## config.mk

```make
export PLATFORM = sky130hd
export DESIGN_NAME = quoted_atom_escaper_flat
export DESIGN_NICKNAME = d
export VERILOG_FILES = /design/src/qae_pkg.sv /design/src/qae_in_if.sv /design/src/qae_out_if.sv /design/src/qae_front.sv /design/src/qae_fifo.sv /design/src/qae_back.sv /design/src/quoted_atom_escaper.sv /design/src/flat_wrapper.sv
export VERILOG_INCLUDE_DIRS = /design/src /design/src/src
export SDC_FILE = /design/constraint.sdc
export NUM_CORES = 1
export LEC_CHECK = 0
export ABC_AREA = 1
export BUFFER_PORTS_ARGS = -buffer_cell sky130_fd_sc_hd__buf_2
export CORE_UTILIZATION = 55
export CTS_CLUSTER_DIAMETER = 80
export DETAILED_ROUTE_END_ITERATION = 8
export PLACE_DENSITY = 0.73
export SETUP_SLACK_MARGIN = 0.5
export SYNTH_ARGS = -nofsm -noshare
export SYNTH_HDL_FRONTEND = slang
export SYNTH_HIERARCHICAL = 1
export SYNTH_SLANG_ARGS = --single-unit
```

## constraint.sdc

```tcl
create_clock -name clk -period 7.92 [get_ports clk]
set_input_delay 0.792 -clock clk [delete_from_list [all_inputs] [get_ports clk]]
set_output_delay 0.792 -clock clk [all_outputs]
set_load 0.005 [all_outputs]
```

## src/quoted_atom_escaper_defines.svh

```systemverilog
// ----------------------------------------------------------------------------
// Quoted atom escaper assertion macros
// Shared concurrent assertion forms, clocked on clk and disabled in reset.
// ----------------------------------------------------------------------------
`ifndef QUOTED_ATOM_ESCAPER_DEFINES_SVH
`define QUOTED_ATOM_ESCAPER_DEFINES_SVH

// Same-cycle implication.
`define QAE_ASSERT_NOW(label, ante, cons, msg) \
    label: assert property (@(posedge clk) disable iff (!rst_n) (ante) |-> (cons)) \
        else $error(msg);

// Next-cycle implication.
`define QAE_ASSERT_NEXT(label, ante, cons, msg) \
    label: assert property (@(posedge clk) disable iff (!rst_n) (ante) |=> (cons)) \
        else $error(msg);

`endif

```

## src/qae_pkg.sv

```systemverilog
// ----------------------------------------------------------------------------
// Quoted atom escaper package
// Item types, character codes and the small decode functions of the block.
// ----------------------------------------------------------------------------
`timescale 1ns / 1ps

package qae_pkg;

    typedef struct packed {
        logic [7:0] data_byte;
        logic       is_first;
        logic [1:0] bytes_after;
    } in_item_t;

    typedef struct packed {
        logic [7:0] out_byte;
        logic       last_of_run;
    } out_item_t;

    typedef enum logic [1:0] {
        JOB_RAW,
        JOB_PAIR,
        JOB_HEX1,
        JOB_HEX2
    } job_kind_t;

    // One classified input byte, waiting to be expanded by the back end.
    typedef struct packed {
        logic      open_quote;
        logic      close_quote;
        job_kind_t kind;
        logic [7:0] b0;
        logic [7:0] b1;
    } job_t;

    localparam logic [7:0] CH_QUOTE  = 8'h27;
    localparam logic [7:0] CH_BSLASH = 8'h5C;
    localparam logic [7:0] CH_X      = 8'h78;
    localparam logic [7:0] CH_DEL    = 8'h7F;
    localparam logic [7:0] CH_SPACE  = 8'h20;

    localparam logic [7:0] UTF2_MASK = 8'hE0;
    localparam logic [7:0] UTF2_LEAD = 8'hC0;
    localparam logic [7:0] UTF3_MASK = 8'hF0;
    localparam logic [7:0] UTF3_LEAD = 8'hE0;
    localparam logic [7:0] UTF4_MASK = 8'hF8;
    localparam logic [7:0] UTF4_LEAD = 8'hF0;

    function automatic logic [7:0] hex_digit(input logic [3:0] v);
        logic [7:0] r;
        if (v < 4'd10)
        begin
            r = 8'h30 + {4'h0, v};
        end
        else
        begin
            r = 8'h41 + {4'h0, v} - 8'd10;
        end
        return r;
    endfunction

    // Letter of a single-character escape, or zero when the byte has none.
    function automatic logic [7:0] esc_letter(input logic [7:0] b);
        logic [7:0] r;
        unique case (b)
            8'h07:   r = 8'h61;
            8'h08:   r = 8'h62;
            8'h0C:   r = 8'h66;
            8'h0A:   r = 8'h6E;
            8'h0D:   r = 8'h72;
            8'h09:   r = 8'h74;
            8'h0B:   r = 8'h76;
            default: r = 8'h00;
        endcase
        return r;
    endfunction

    function automatic logic [1:0] utf8_followers(input logic [7:0] b);
        logic [1:0] r;
        if ((b & UTF2_MASK) == UTF2_LEAD)
        begin
            r = 2'd1;
        end
        else if ((b & UTF3_MASK) == UTF3_LEAD)
        begin
            r = 2'd2;
        end
        else if ((b & UTF4_MASK) == UTF4_LEAD)
        begin
            r = 2'd3;
        end
        else
        begin
            r = 2'd0;
        end
        return r;
    endfunction

endpackage

```

## src/qae_in_if.sv

```systemverilog
// ----------------------------------------------------------------------------
// Quoted atom escaper input channel
// Valid/ready channel carrying one raw atom byte per request.
// ----------------------------------------------------------------------------
`timescale 1ns / 1ps

interface qae_in_if;
    import qae_pkg::*;

    logic     valid;
    logic     ready;
    in_item_t data;

    modport source (output valid, output data, input ready);
    modport sink (input valid, input data, output ready);
endinterface

```

## src/qae_out_if.sv

```systemverilog
// ----------------------------------------------------------------------------
// Quoted atom escaper output channel
// Valid/ready channel carrying one byte of escaped text per request.
// ----------------------------------------------------------------------------
`timescale 1ns / 1ps

interface qae_out_if;
    import qae_pkg::*;

    logic      valid;
    logic      ready;
    out_item_t data;

    modport source (output valid, output data, input ready);
    modport sink (input valid, input data, output ready);
endinterface

```

## src/qae_front.sv

```systemverilog
// ----------------------------------------------------------------------------
// Quoted atom escaper front end
// Accepts raw bytes, tracks UTF-8 followers and classifies each byte.
// ----------------------------------------------------------------------------
`timescale 1ns / 1ps

module qae_front (
    input  logic          clk,
    input  logic          rst_n,
    qae_in_if.sink        item,
    input  logic          queue_full,
    output logic          push,
    output qae_pkg::job_t job
);
    import qae_pkg::*;

    logic [1:0] pass_left_reg;
    logic [1:0] pass_left_next;
    logic [1:0] pass_eff;
    logic [1:0] followers;
    logic [7:0] b;
    logic [7:0] letter;

    assign item.ready = !queue_full;
    assign push       = item.valid && !queue_full;

    assign b         = item.data.data_byte;
    assign pass_eff  = item.data.is_first ? 2'd0 : pass_left_reg;
    assign followers = utf8_followers(b);
    assign letter    = esc_letter(b);

    always_comb
    begin
        job.open_quote  = item.data.is_first;
        job.close_quote = (item.data.bytes_after == 2'd0);
        job.kind        = JOB_RAW;
        job.b0          = b;
        job.b1          = b;
        pass_left_next  = pass_eff;

        if (pass_eff != 2'd0)
        begin
            pass_left_next = pass_eff - 2'd1;
        end
        else if (b == CH_QUOTE || b == CH_BSLASH)
        begin
            job.kind = JOB_PAIR;
        end
        else if (letter != 8'h00)
        begin
            job.kind = JOB_PAIR;
            job.b0   = CH_BSLASH;
            job.b1   = letter;
        end
        else if (b < CH_SPACE || b >= CH_DEL)
        begin
            if (followers == 2'd0 || followers > item.data.bytes_after)
            begin
                job.kind = (b[7:4] != 4'h0) ? JOB_HEX2 : JOB_HEX1;
                job.b0   = hex_digit(b[7:4]);
                job.b1   = hex_digit(b[3:0]);
            end
            else
            begin
                pass_left_next = followers;
            end
        end

        if (item.data.bytes_after == 2'd0)
        begin
            pass_left_next = 2'd0;
        end
    end

    always_ff @(posedge clk or negedge rst_n)
    begin
        if (!rst_n)
        begin
            pass_left_reg <= 2'd0;
        end
        else if (push)
        begin
            pass_left_reg <= pass_left_next;
        end
    end
endmodule

```

## src/qae_fifo.sv

```systemverilog
// ----------------------------------------------------------------------------
// Quoted atom escaper job queue
// Small show-ahead queue of classified bytes between front and back ends.
// ----------------------------------------------------------------------------
`timescale 1ns / 1ps

module qae_fifo #(
    parameter int DEPTH = 2
) (
    input  logic          clk,
    input  logic          rst_n,
    input  logic          push,
    input  qae_pkg::job_t push_job,
    input  logic          pop,
    output logic          full,
    output logic          head_valid,
    output qae_pkg::job_t head_job
);
    import qae_pkg::*;

    localparam int PTR_W = (DEPTH > 1) ? $clog2(DEPTH) : 1;
    localparam int CNT_W = $clog2(DEPTH + 1);
    localparam logic [PTR_W-1:0] LAST_PTR = PTR_W'(DEPTH - 1);
    localparam logic [CNT_W-1:0] FULL_CNT = CNT_W'(DEPTH);

    job_t             mem_reg [DEPTH];
    logic [PTR_W-1:0] wr_ptr_reg;
    logic [PTR_W-1:0] wr_ptr_next;
    logic [PTR_W-1:0] rd_ptr_reg;
    logic [PTR_W-1:0] rd_ptr_next;
    logic [CNT_W-1:0] count_reg;
    logic [CNT_W-1:0] count_next;

    assign full       = (count_reg == FULL_CNT);
    assign head_valid = (count_reg != '0);
    assign head_job   = mem_reg[rd_ptr_reg];

    always_comb
    begin
        wr_ptr_next = wr_ptr_reg;
        rd_ptr_next = rd_ptr_reg;
        count_next  = count_reg;
        if (push)
        begin
            wr_ptr_next = (wr_ptr_reg == LAST_PTR) ? '0 : wr_ptr_reg + PTR_W'(1);
        end
        if (pop)
        begin
            rd_ptr_next = (rd_ptr_reg == LAST_PTR) ? '0 : rd_ptr_reg + PTR_W'(1);
        end
        if (push && !pop)
        begin
            count_next = count_reg + CNT_W'(1);
        end
        else if (pop && !push)
        begin
            count_next = count_reg - CNT_W'(1);
        end
    end

    always_ff @(posedge clk or negedge rst_n)
    begin
        if (!rst_n)
        begin
            wr_ptr_reg <= '0;
            rd_ptr_reg <= '0;
            count_reg  <= '0;
        end
        else
        begin
            wr_ptr_reg <= wr_ptr_next;
            rd_ptr_reg <= rd_ptr_next;
            count_reg  <= count_next;
        end
    end

    always_ff @(posedge clk)
    begin
        if (push)
        begin
            mem_reg[wr_ptr_reg] <= push_job;
        end
    end
endmodule

```

## src/qae_back.sv

```systemverilog
// ----------------------------------------------------------------------------
// Quoted atom escaper back end
// Expands the job at the queue head into output bytes, one per cycle while the output side takes them.
// ----------------------------------------------------------------------------
`timescale 1ns / 1ps
`include "quoted_atom_escaper_defines.svh"

module qae_back (
    input  logic          clk,
    input  logic          rst_n,
    input  logic          head_valid,
    input  qae_pkg::job_t head_job,
    output logic          pop,
    qae_out_if.source     result
);
    import qae_pkg::*;

    logic [2:0] step_reg;
    logic [2:0] step_next;
    logic       out_valid_reg;
    logic       out_valid_next;
    out_item_t  out_item_reg;
    out_item_t  out_item_next;

    logic [2:0] body_len;
    logic [2:0] total;
    logic [2:0] body_idx;
    logic [7:0] body_byte;
    logic [7:0] cur_byte;
    logic       cur_last;
    logic       load;

    always_comb
    begin
        unique case (head_job.kind)
            JOB_RAW:  body_len = 3'd1;
            JOB_PAIR: body_len = 3'd2;
            JOB_HEX1: body_len = 3'd4;
            JOB_HEX2: body_len = 3'd5;
            default:  body_len = 3'd1;
        endcase
    end

    assign total    = body_len + {2'b00, head_job.open_quote} + {2'b00, head_job.close_quote};
    assign body_idx = step_reg - {2'b00, head_job.open_quote};

    always_comb
    begin
        body_byte = head_job.b0;
        unique case (head_job.kind)
            JOB_RAW:
            begin
                body_byte = head_job.b0;
            end
            JOB_PAIR:
            begin
                body_byte = (body_idx == 3'd0) ? head_job.b0 : head_job.b1;
            end
            JOB_HEX1:
            begin
                case (body_idx)
                    3'd0:    body_byte = CH_BSLASH;
                    3'd1:    body_byte = CH_X;
                    3'd2:    body_byte = head_job.b1;
                    default: body_byte = CH_BSLASH;
                endcase
            end
            JOB_HEX2:
            begin
                case (body_idx)
                    3'd0:    body_byte = CH_BSLASH;
                    3'd1:    body_byte = CH_X;
                    3'd2:    body_byte = head_job.b0;
                    3'd3:    body_byte = head_job.b1;
                    default: body_byte = CH_BSLASH;
                endcase
            end
            default:
            begin
                body_byte = head_job.b0;
            end
        endcase
    end

    always_comb
    begin
        if (head_job.open_quote && step_reg == 3'd0)
        begin
            cur_byte = CH_QUOTE;
        end
        else if (body_idx < body_len)
        begin
            cur_byte = body_byte;
        end
        else
        begin
            cur_byte = CH_QUOTE;
        end
    end

    assign cur_last = (step_reg == total - 3'd1);
    assign load     = head_valid && (!out_valid_reg || result.ready);
    assign pop      = load && cur_last;

    always_comb
    begin
        step_next      = step_reg;
        out_valid_next = out_valid_reg;
        out_item_next  = out_item_reg;
        if (load)
        begin
            out_valid_next            = 1'b1;
            out_item_next.out_byte    = cur_byte;
            out_item_next.last_of_run = cur_last;
            step_next                 = cur_last ? 3'd0 : step_reg + 3'd1;
        end
        else if (result.ready)
        begin
            out_valid_next = 1'b0;
        end
    end

    always_ff @(posedge clk or negedge rst_n)
    begin
        if (!rst_n)
        begin
            step_reg      <= 3'd0;
            out_valid_reg <= 1'b0;
        end
        else
        begin
            step_reg      <= step_next;
            out_valid_reg <= out_valid_next;
        end
    end

    always_ff @(posedge clk)
    begin
        out_item_reg <= out_item_next;
    end

    assign result.valid = out_valid_reg;
    assign result.data  = out_item_reg;

    `QAE_ASSERT_NOW(a_step_in_range, head_valid, step_reg < total, "step past end of job")
    `QAE_ASSERT_NOW(a_step_needs_job, step_reg != 3'd0, head_valid, "job left mid-expansion")
    `QAE_ASSERT_NEXT(a_step_rewinds, pop, step_reg == 3'd0, "step not cleared after job")
endmodule

```

## src/quoted_atom_escaper.sv

```systemverilog
// ----------------------------------------------------------------------------
// Quoted atom escaper
// Turns the bytes of an atom name into its single-quoted, escaped form.
// ----------------------------------------------------------------------------
// The block takes one raw byte per request and delivers the escaped text one
// byte per request, with last_of_run marking the final byte caused by each
// input byte. Each input byte yields one to seven output bytes, and the back
// end emits one of them per cycle while the output side takes them. The front
// end classifies a byte in the cycle it is taken and accepts a new byte every
// cycle while the DEPTH-entry job queue has room; the output register lets a
// new byte be produced in the same cycle the previous one is taken.
`timescale 1ns / 1ps

module quoted_atom_escaper #(
    parameter int DEPTH = 2
) (
    input  logic      clk,
    input  logic      rst_n,
    qae_in_if.sink    item,
    qae_out_if.source result
);
    import qae_pkg::*;

    logic push;
    logic pop;
    logic queue_full;
    logic head_valid;
    job_t push_job;
    job_t head_job;

    qae_front u_front (
        .clk        (clk),
        .rst_n      (rst_n),
        .item       (item),
        .queue_full (queue_full),
        .push       (push),
        .job        (push_job)
    );

    qae_fifo #(
        .DEPTH (DEPTH)
    ) u_fifo (
        .clk        (clk),
        .rst_n      (rst_n),
        .push       (push),
        .push_job   (push_job),
        .pop        (pop),
        .full       (queue_full),
        .head_valid (head_valid),
        .head_job   (head_job)
    );

    qae_back u_back (
        .clk        (clk),
        .rst_n      (rst_n),
        .head_valid (head_valid),
        .head_job   (head_job),
        .pop        (pop),
        .result     (result)
    );
endmodule

```

## src/flat_wrapper.sv

```systemverilog
// flat-port wrapper written by rule: the top's interface ports become plain ports
module quoted_atom_escaper_flat import qae_pkg::*;
#(
    parameter int DEPTH = 2
)
  (clk, rst_n, item_valid, item_data, item_ready, result_valid, result_data, result_ready);
  qae_in_if item_i ();
  qae_out_if result_i ();
  input  logic clk;
  input  logic rst_n;
  input wire logic [$bits(item_i.valid)-1:0] item_valid;
  input wire logic [$bits(item_i.data)-1:0] item_data;
  output wire logic [$bits(item_i.ready)-1:0] item_ready;
  output wire logic [$bits(result_i.valid)-1:0] result_valid;
  output wire logic [$bits(result_i.data)-1:0] result_data;
  input wire logic [$bits(result_i.ready)-1:0] result_ready;
  assign item_i.valid = item_valid;
  assign item_i.data = item_data;
  assign item_ready = item_i.ready;
  assign result_valid = result_i.valid;
  assign result_data = result_i.data;
  assign result_i.ready = result_ready;
  quoted_atom_escaper #(.DEPTH(DEPTH)) u_core (.clk(clk), .rst_n(rst_n), .item(item_i), .result(result_i));
endmodule
```

# Word level (Yosys, flattened, before mapping)
# Memory sizes are Yosys's and may differ from the RTL's.
# Index checks and enable logic that the tools add are counted.
[word_totals] register_bits=19 ramBits=40 in_bits=15 output_inout_bits=11 memories=1
[op_classes] addsub=16 order_cmp=6 n_eq_ne=20 mux=34 bitwise=1 n_reduce_logical=26
[mem_list] memory="u_core.u_fifo.mem_reg" depth=2 word_bits=20 rd=1 rd_ports_with_merged_regs=0 wr=1 line="qae_fifo.sv:26" rtl="job_t mem_reg [DEPTH];"
[op_table] operator="$mux W18" n=4
[op_table] operator="$pmux W7 S7" n=1
[op_table] operator="$eq A8 B4 Y1 const B" n=6
[op_table] operator="$pmux W8 S4" n=1
[op_table] operator="$mux W2" n=13
[op_table] operator="$mux W8" n=3
[op_table] operator="$pmux W8 S3" n=1
[op_table] operator="$add A7 B4 Y8 const A" n=2
[op_table] operator="$mux W16" n=1
[op_table] operator="$pmux W8 S2" n=1
[op_table] operator="$sub A8 B4 Y8 const B" n=2
[op_table] operator="$add A6 B4 Y7 const A" n=2
[op_table] operator="$pmux W3 S4" n=1
[op_table] operator="$eq A8 B3 Y1 const B" n=1
[op_table] operator="$eq A8 B6 Y1 const B" n=1
[op_table] operator="$eq A8 B7 Y1 const B" n=1
[op_table] operator="$ge A8 B7 Y1 const B" n=1
[op_table] operator="$lt A4 B4 Y1 const B" n=2
[op_table] operator="$lt A8 B6 Y1 const B" n=1
[op_table] operator="$reduce_bool A2 Y1" n=4
[op_table] operator="$reduce_bool A8 Y1" n=1
[op_table] operator="$mux W1" n=7
[op_table] operator="$add A3 B1 Y3" n=2
[op_table] operator="$eq A2 B2 Y1 const B" n=3
[op_table] operator="24 further kinds" n=41

# Longest topological paths before layout
[logic_depth] word_depth=12 mapped_depth=21 mapped_depth_nobuf=20

# Modules after synthesis
# The synthesis kept the hierarchy.
[by_module_without_submodules] mod="qae_fifo" instances=1 cells_per_inst=87 area_each_um2=1726.7 seq_area_each_um2=1301.2
[by_module_without_submodules] mod="qae_back" instances=1 cells_per_inst=181 area_each_um2=1290.0 seq_area_each_um2=370.4
[by_module_without_submodules] mod="qae_front" instances=1 cells_per_inst=184 area_each_um2=1132.3 seq_area_each_um2=50.0

# Worst setup path before layout
# No wires, ideal clock.
[synth_path] path_type="flip-flop to flip-flop" start="reg u_core.u_fifo.rd_ptr_reg" end="reg u_core.u_fifo.count_reg[1]" setup_time_ns=0.117 arrival_time_ns=3.220 t_required_ns=7.803 path_slack_ns=4.583 path_stages_with_launch=21 n_path_buf=1 path_cell_list="dfrtp_1 -> buf_6 -> mux2_4 -> inv_1 -> ha_1 -> ha_1 -> inv_1 -> ha_1 -> inv_1 -> fa_1 -> nand2_1 -> inv_1 -> nor3_1 -> nand2_1 -> nor2_1 -> inv_1 -> ha_1 -> inv_1 -> nand3_1 -> nand2_1 -> nand2_1"
[synth_rtl] element="start, declared" line="qae_fifo.sv:29" rtl="logic [PTR_W-1:0] rd_ptr_reg;"
[synth_rtl] element="start signal, assigned" line="qae_fifo.sv:72" rtl="rd_ptr_reg <= rd_ptr_next;"
[synth_rtl] element="end signal, assigned" line="qae_fifo.sv:73" rtl="count_reg <= count_next;"
[synth_rtl] element="end, declared" line="qae_fifo.sv:31" rtl="logic [CNT_W-1:0] count_reg;"

==> out/results.tsv <==
metric	value	unit
outcome	completed	
worst-case clock skew	0.01089	ns
Seq cells post-synth	59	
number of inserted filler cells in the final layout	608	
non-filler cells in the finished layout	584	
R2R Path End	u_core/u_fifo/count_reg[1]	
count of buffers inserted at the top-level ports	25	
kind of path behind the tightest hold check	primary input to async pin	
clock period minus worst slack	4.263	ns
final wirelength	8087	um
vias	3092	
die area	7895	um2
Max H-tree Level	3	
clk_lat worst skew	0.33	ns
cell count after synthesis	452	
setup slack of the critical path after layout	3.657	ns
chain of cells forming the critical path	mux2_4 > inv_1 > ha_1 > ha_1 > inv_1 > ha_1 > inv_1 > fa_1 > nand2_1 > inv_1 > nor3_1 > nand2_1 > nor2_1 > inv_1 > ha_1 > inv_1 > nand3_1 > nand2_1 > nand2_1	
fraction of final layout cells sized beyond drive strength 1	0.2330	
global router's overall resource usage	0.2291	
maximum count of clock buffers along a single path	2	
placed insts	568	
post-cts repair resize count	0	
vias in the first global route	2999	
Area growth, synth to finish	8.806	%
die extent in x	88.86	um
TritonCTS Buffers	9	
achievable clock frequency	234.6	MHz
buffers inserted during post-CTS setup optimization	0	
Avg Vias per Cell	5.295	
count of flip-flops with a built-in enable after synthesis	49	
DP HPWL	6154	um
max reg flops	40	
global-route wire length before repair	13560	um
antenna diode count	0	
FFs w/ async S/R, synth	0.1695	
count of pins on the block boundary	26	
most frequent cell on the critical path	sky130_fd_sc_hd__inv_1	
commonest cells after routing, fill and taps aside	98 x sky130_fd_sc_hd__nand2_1, 50 x sky130_fd_sc_hd__nand3_1, 49 x sky130_fd_sc_hd__edfxtp_1	
most common library cell in the layout ignoring fill and taps	sky130_fd_sc_hd__nand2_1	
first-iteration detailed-routing DRC count	166	
most instantiated flip-flop cell in the synthesis netlist	sky130_fd_sc_hd__edfxtp_1	
startpoint of the worst register-to-register path	u_core/u_fifo/rd_ptr_reg	
CTS Hold Bufs	0	
max-cap viol count	0	
total of endpoints with negative setup slack in the final report	0	
count of cells along the worst register-to-register path	19	
die span in y	88.86	um
pin count of the biggest net entering global routing	22	
Largest stage delay, worst path	1.10	ns
gp weighted congestion	0.9281	
average size of a mapped cell	9.179	um2
CTS tree	built	
clock-pin slew of the registers on the worst-case setup and hold paths	0.07	ns
net count after synthesis	493	
final routed DRC violation total	0	
CTS root buf	sky130_fd_sc_hd__clkbuf_8	
Setup Crit Path Kind	flip-flop to flip-flop	
Congestion Overflow GR	0	
clk sinks	59	
critical path peak fanout	21	
Slowest cell on crit path	sky130_fd_sc_hd__dfrtp_1	
endpoint arrival time on the critical path	4.49	ns
Seq/Total Area, Yosys	0.4150	
drt first pass iters	4	
slew at the pin with the worst max-slew slack	1.142	ns
post-DR wirelength/cell	13.85	um
count of warnings emitted by yosys	6	
final worst-path cycle share	0.5383	
count of cell types in the netlist	43	
R2R Setup Slk	3.66	ns
cell area after technology mapping	4149	um2
Required @ worst endpoint	8.15	ns
category of the worst setup path launch point	flip-flop	
leakage power total	2.142	nW
Final Net Count	521	
standard-cell rows	31	
Post-Route Utilization	0.6224	
areal power density over the cells	389.1	nW/um2
core area	7253	um2
initial core utilization	0.5720	
number of nets with antenna violations after routing	0	
antenna violations before repair	0	
Hold Vio Cnt, Final	0	
Slew headroom	0.2388	
RSZ-0062 raised after global routing	false	
critical path endpoint category	flip-flop	
peak supply drop	0.0001234	V
pre-CTS setup slack	3.695	ns
worst hold margin	0.3120	ns
final setup TNS	0	ns
count of final max-slew check failures	0	
==> per-stage QoR <==
stage | power [mW] | area (um2)
after floorplan | 1.292 | 4149
after detailed placement | 1.476 | 4309
after global placement | 1.454 | 4309
final | 1.756 | 4514
after global routing | 1.907 | 4514
after CTS | 1.765 | 4514
==> layer usage <==
| metal | routed length (um) | global-route usage | vias to the layer above | part of all wire |
|---|---|---|---|---|
| li1 | - | - | 1567 | - |
| met5 | 0 | 0 | - | 0 |
| met1 | 3481 | 0.2760 | 1408 | 0.43 |
| met3 | 289 | 0.04664 | 24 | 0.036 |
| met4 | 237 | 0.1144 | 0 | 0.029 |
| met2 | 4079 | 0.3902 | 93 | 0.50 |
==> kinds of logic after synthesis <==
logic type	count (synthesis)	synth area share
xor gates and xnor gates	9	0.01900
and+or+nand+nor	221	0.2627
adders and majority gates	26	0.08022
DFF	59	0.4150
buffers and inverters	74	0.08564
AOI/OAI and AO/OA	43	0.06605
muxes	20	0.07147
==> cell usage after synthesis (3+ instances only) <==
cell,instances,area (um2)
sky130_fd_sc_hd__xor2_1,7,61.31
sky130_fd_sc_hd__nand3_1,50,250.2
sky130_fd_sc_hd__inv_2,12,45.04
sky130_fd_sc_hd__mux2_4,19,285.3
sky130_fd_sc_hd__nand2_1,98,367.9
sky130_fd_sc_hd__buf_4,3,22.52
sky130_fd_sc_hd__a21oi_1,11,55.05
sky130_fd_sc_hd__nand2_2,9,56.30
sky130_fd_sc_hd__buf_6,5,56.30
sky130_fd_sc_hd__nor2_1,33,123.9
sky130_fd_sc_hd__ha_1,25,312.8
sky130_fd_sc_hd__nand2_4,4,45.04
sky130_fd_sc_hd__o211ai_2,4,50.05
sky130_fd_sc_hd__nand3_2,8,80.08
sky130_fd_sc_hd__o21ai_0,14,70.07
sky130_fd_sc_hd__o21ai_1,7,35.03
sky130_fd_sc_hd__inv_1,48,180.2
sky130_fd_sc_hd__edfxtp_1,49,1471
sky130_fd_sc_hd__nand4_1,8,50.05
sky130_fd_sc_hd__dfrtp_1,10,250.2
==> power by group <==
part,leakage [nW],total (mW),internal [mW],switching [mW]
Clock,0.0986,0.276,0.162,0.114
Sequential,0.582,0.550,0.488,0.0626
Combinational,1.46,0.930,0.361,0.569
Total,2.14,1.76,1.01,0.746
==> how the worst max path moves through the flow <==
stage                                   startpoint                         end  cells after the start
after global placement    u_core/u_fifo/rd_ptr_reg  u_core/u_fifo/count_reg[1]                     19
after floorplan           u_core/u_fifo/rd_ptr_reg  u_core/u_fifo/count_reg[1]                     20
after CTS                 u_core/u_fifo/rd_ptr_reg  u_core/u_fifo/count_reg[1]                     19
final                     u_core/u_fifo/rd_ptr_reg  u_core/u_fifo/count_reg[1]                     19
after detailed placement  u_core/u_fifo/rd_ptr_reg  u_core/u_fifo/count_reg[1]                     18
after global routing      u_core/u_fifo/rd_ptr_reg  u_core/u_fifo/count_reg[1]                     19
==> worst max-delay path, delay by kind of cell (launching register included) <==
kind,cells,cell delay [ns]
muxes,1,0.37
buffers and inverters,6,0.40
adders and majority gates,5,1.44
and+or+nand+nor,7,0.84
DFF,1,1.10
==> final cells by class <==
type | instances | area (um2) | share of cell area
inverter | 64 | 251.5 | 0.05571
sequential | 59 | 1722 | 0.3814
clock inverter | 4 | 50.05 | 0.01109
multi-input combinational | 319 | 2072 | 0.4590
tap | 99 | 123.9 | 0.02744
clock buffer | 12 | 155.1 | 0.03437
timing repair buffer | 27 | 140.1 | 0.03104
No activity file was read; power rests on OpenSTA's default activity.
